==> config.mk <==
export PLATFORM = sky130hd
export DESIGN_NAME = sgc_queue
export DESIGN_NICKNAME = d
export VERILOG_FILES = /design/src/rtl/sgc_pkg.sv /design/src/rtl/sgc_queue.sv
export SDC_FILE = /design/constraint.sdc
export NUM_CORES = 1
export LEC_CHECK = 0
export BUFFER_PORTS_ARGS = -buffer_cell sky130_fd_sc_hd__buf_2
export CELL_PAD_IN_SITES_DETAIL_PLACEMENT = 1
export CELL_PAD_IN_SITES_GLOBAL_PLACEMENT = 1
export CORE_MARGIN = 5
export CORE_UTILIZATION = 48
export CTS_BUF_LIST = sky130_fd_sc_hd__clkbuf_16
export CTS_CLUSTER_SIZE = 14
export DETAILED_ROUTE_END_ITERATION = 16
export PLACE_DENSITY_LB_ADDON = 0.1
export SLEW_MARGIN = 20
export SYNTH_ARGS = -nofsm -noshare
export SYNTH_HDL_FRONTEND = slang
export SYNTH_SLANG_ARGS = --single-unit
==> constraint.sdc <==
create_clock -name clk_i -period 7 [get_ports clk_i]
set_clock_uncertainty 0.1 [all_clocks]
set_input_delay 0.35 -clock clk_i [delete_from_list [all_inputs] [get_ports clk_i]]
set_output_delay 0.35 -clock clk_i [all_outputs]
set_load 0.01 [all_outputs]
==> src/rtl/sgc_pkg.sv <==
// Shared types and constants of the Sobol Gray-code point generator.
`default_nettype none

package sgc_pkg;

  // Field widths of the item and result transactions
  localparam int unsigned DIM_W = 6;
  localparam int unsigned BIT_W = 5;
  localparam int unsigned VAL_W = 30;

  // Call counter and column index widths
  localparam int unsigned CNT_W = 30;
  localparam int unsigned COL_W = 5;

  // Configuration port
  localparam int unsigned CFG_IDX_W  = 1;
  localparam int unsigned CFG_DATA_W = 6;
  localparam logic [CFG_IDX_W-1:0] CFG_DIMS = 1'b0;
  localparam logic [CFG_IDX_W-1:0] CFG_COLS = 1'b1;

  // Queue depths between front and back, and in front of the result port
  localparam int unsigned Q_DEPTH   = 2;
  localparam int unsigned OUT_DEPTH = 2;

  // Result status codes
  localparam logic STAT_OK  = 1'b0;
  localparam logic STAT_OVF = 1'b1;

  typedef enum logic [1:0] {
    OP_LOAD_DIR = 2'd0,
    OP_LOAD_OFS = 2'd1,
    OP_RESTART  = 2'd2,
    OP_NEXT     = 2'd3
  } op_e;

  typedef enum logic [2:0] {
    ST_IDLE,
    ST_CALC,
    ST_RUN,
    ST_ERR,
    ST_SWEEP
  } bst_e;

  typedef struct packed {
    op_e              op;
    logic [DIM_W-1:0] dim;
    logic [BIT_W-1:0] bidx;
    logic [VAL_W-1:0] value;
  } cmd_t;

  typedef struct packed {
    logic [DIM_W-1:0] dim;
    logic [VAL_W-1:0] num;
    logic             last;
    logic             status;
  } res_t;

  typedef struct packed {
    logic full;
    logic empty;
  } q_stat_t;

  typedef struct packed {
    logic [DIM_W-1:0] dims;
    logic [COL_W-1:0] cols;
  } cfg_t;

endpackage

`default_nettype wire

==> src/rtl/sgc_queue.sv <==
// Short command queue that decouples the front end from the back end.
`default_nettype none

module sgc_queue (
  input  logic             clk_i,
  input  logic             rst_ni,
  input  logic             push_i,
  input  sgc_pkg::cmd_t    cmd_i,
  input  logic             pop_i,
  output sgc_pkg::cmd_t    cmd_o,
  output sgc_pkg::q_stat_t stat_o
);
  import sgc_pkg::*;

  localparam int unsigned QA_W = (Q_DEPTH > 1) ? $clog2(Q_DEPTH) : 1;
  localparam int unsigned QC_W = $clog2(Q_DEPTH + 1);

  cmd_t            entry_q [Q_DEPTH];
  logic [QA_W-1:0] wp_q, wp_d;
  logic [QA_W-1:0] rp_q, rp_d;
  logic [QC_W-1:0] cnt_q, cnt_d;
  logic            do_push;
  logic            do_pop;

  assign do_push = push_i & ~stat_o.full;
  assign do_pop  = pop_i & ~stat_o.empty;

  assign stat_o.full  = (cnt_q == QC_W'(Q_DEPTH));
  assign stat_o.empty = (cnt_q == '0);
  assign cmd_o        = entry_q[rp_q];

  // Advance pointers and fill count
  always_comb begin
    wp_d  = wp_q;
    rp_d  = rp_q;
    cnt_d = cnt_q;
    if (do_push) begin
      wp_d = (wp_q == QA_W'(Q_DEPTH - 1)) ? '0 : wp_q + QA_W'(1);
    end
    if (do_pop) begin
      rp_d = (rp_q == QA_W'(Q_DEPTH - 1)) ? '0 : rp_q + QA_W'(1);
    end
    case ({do_push, do_pop})
      2'b10:   cnt_d = cnt_q + QC_W'(1);
      2'b01:   cnt_d = cnt_q - QC_W'(1);
      default: cnt_d = cnt_q;
    endcase
  end

  always_ff @(posedge clk_i or negedge rst_ni) begin
    if (!rst_ni) begin
      wp_q  <= '0;
      rp_q  <= '0;
      cnt_q <= '0;
    end else begin
      wp_q  <= wp_d;
      rp_q  <= rp_d;
      cnt_q <= cnt_d;
    end
  end

  // Store the pushed command
  always_ff @(posedge clk_i) begin
    if (do_push) begin
      entry_q[wp_q] <= cmd_i;
    end
  end

endmodule

`default_nettype wire

==> impl_results.md <==
- Run status: finished clean
- Iteration-0 DRC Markers: slightly below 100
- Max VDD drop: around 0.3 mV
- Worst-Margin Slew: between 1 and 1.5 ns
- Flops & latches, synth: 90
- FMAX: around 430 MHz
- FF-to-FF setup slack: 4.86 ns
- DRC: 0
- Synth-to-layout area growth: 23.3%
- Area of the mapped netlist: between 3000 and 4000 sq um
- Root Driver: clkbuf_16
- GRT Total Usage: 0.148
- I/O pin count: just over 90
- Area fraction in compound gates after synthesis: 0
- Synth Area in Adders: 0.00357
- Post-layout util: 0.602
- Via density per instance: 4.77
- GR Overflow Total: 0
- Max_cap viols: 0
- First-pass GRT wire length: a little under 10000 um
- Layout cell share with drive strength beyond 1: 0.599
- Cell total after placement: approximately 340
- # rows: 31
- Post-Route WL: between 6000 and 7000 um
- Multiplexer area fraction after synthesis: 0.180
- Xor and xnor area share after synthesis: 0.0125
- Initial antenna violation count: 1
- Worst hold path type: in2reg
- Largest family of logic cells by synthesized area: multiplexers
- Pwr dens: around 430 nW/um^2
- FF-to-FF Start: cnt_q[0]
- CORE AREA: just over 7000 sq um
- Hold Vio Cnt, Final: 0
- CTS buffer count: 9
- Unrepaired setup endpoints after global routing: no
- 1st-pass router iterations: 4
- Total Die Area: 9100 sq um
- Post-cts resize count: 0
- Via count: about 1700
- Pwr Total: 1.84 mW
- Wirelength per Cell: around 17 um
- Unique cell type count in the Yosys netlist: 15
- Seq/Total Area, Yosys: 0.766
- Arrival @ worst endpoint: 1.85 ns
- Die Ht: roughly 95 um
- Vias in the first global route: around 1900
- Die X: about 95 um
- Post-Synthesis Net Count: 200
- Worst setup path start: rp_q
- H-tree depth: 3
- YS warnings: 0
- Final nets: 300
- Hold path start: cmd_i[36]
- GPL Wtd Cong: 0.736
- Finish-stage setup viols: 0
- Reg-to-reg critical path endpoint: entry_q[0][25]
- Avg Cell Area, Syn: between 20 and 25 sq um
- Setup crit start kind: register
- Routed Antenna Nets: 0
- # diodes: 0
- CTS Sinks: 90
- Crit. End Element: output port
- Largest net degree at the start of global routing: 45
- CTS tree: done
- R2R cell count: 4
- Clock Path Buffers: 2
- CP required: roughly 6.6 ns
- Postcts setup bufs: 0
- PortBufs: approximately 90
- Hold Path Stages: 1
- Clock-pin slew on the worst setup and hold paths: around 0.06 ns
- Hold Slack: 0.104 ns
- Setup TNS: 0 ns
- Worst skew pair latency: approximately 0.33 ns
- Syn Inst Count: around 150
- Final std cells w/o fill: 356
- # hold bufs at CTS: 1
- Critical path type: reg2out
- Min cycle time layout: 2.30 ns
- Simple-Gate Fraction of Synth Area: 0.0104
- Period utilization: 0.329
- Slew HR: 0.315
- P_leak: approximately 1.7 nW
- CP max FO: between 40 and 50
- Worst setup endpoint: cmd_o[29]
- Final max-slew violation count: 0
- Starting Density: 0.488
[cell type report]
cell class,count,area [sq um]
clock buffer,9,225
timing repair buffer,94,480
sequential,90,2680
multi-input combinational,56,732
inverter,1,3.75
tap,99,124
clock inverter,7,67.6
fill,652,2860
[worst min-delay path by stage]
stage                           endpoint  slack [ns]
after floorplan                 cnt_q[0]       -0.05
final                     entry_q[1][36]        0.10
after global placement          cnt_q[0]        0.06
after CTS                 entry_q[0][36]        0.09
after global routing      entry_q[0][34]        0.09
after detailed placement        cnt_q[1]        0.07
[layout by cell type (no fill, tap or decap)]
cell type | netlist | layout
inv_1 | 1 | 1
clkbuf_16 | 0 | 9
clkinv_1 | 0 | 2
clkinvlp_4 | 0 | 1
clkinv_2 | 0 | 1
inv_6 | 0 | 1
dlygate4sd3_1 | 0 | 1
bufinv_16 | 0 | 1
nor2b_2 | 1 | 1
ha_1 | 1 | 1
edfxtp_1 | 86 | 86
buf_4 | 0 | 2
nor2_4 | 0 | 1
and3_2 | 0 | 1
nand2_1 | 1 | 1
dfrtp_2 | 0 | 1
nand2b_1 | 1 | 1
xor2_1 | 2 | 2
mux2_4 | 39 | 39
buf_2 | 0 | 91
dfrtp_1 | 4 | 3
xnor2_1 | 3 | 3
clkinv_4 | 0 | 1
mux2_2 | 4 | 4
nor2_1 | 3 | 2
[power breakdown]
group          switching (mW)  internal, mW
registers              0.0380         0.741
logic                   0.294         0.296
clock network           0.191         0.275
[cells in the mapped netlist (all sizes together)]
master | number | area share
mux2 | 43 | 0.18
nor2b | 1 | 0.0025
buf | 5 | 0.026
ha | 1 | 0.0036
and3 | 1 | 0.0018
dfrtp | 4 | 0.029
nand2b | 1 | 0.0018
edfxtp | 86 | 0.74
nand2 | 1 | 0.0011
xor2 | 2 | 0.0050
nor2 | 3 | 0.0032
inv | 1 | 0.0011
xnor2 | 3 | 0.0075
[metrics by stage]
stage | area, sq um | setup slack, ns
3_3_place_gp | 4010 | 4.93
3_5_place_dp | 4010 | 4.82
6_report | 4320 | 4.70
4_1_cts | 4320 | 4.67
2_1_floorplan | 3500 | 4.01
5_1_grt | 4320 | 4.60
[flip-flops by register name, summed over array words and instances (netlist names)]
register / count
rp_q: 1
wp_q: 1
entry_q: 86
cnt_q: 2
[critical path: stages (launching register included)]
cell and delay [ns]:
dfrtp_2 0.34, buf_4 0.62, mux2_2 0.42, buf_2 0.14
[kinds of logic after synthesis]
group,Yosys count
muxes,43
DFF,90
xor gates and xnor gates,5
and+or+nand+nor,7
buffers and inverters,6
adders and majority gates,1
[per-layer routing]
metal / track usage / share of wire / wire length, um
met1: 0.163 / 0.39 / 2410
met2: 0.256 / 0.53 / 3280
met3: 0.0521 / 0.062 / 382
met4: 0.0675 / 0.018 / 110
met5: 0 / 0.0021 / 13
No activity file was read; power rests on OpenSTA's default activity.
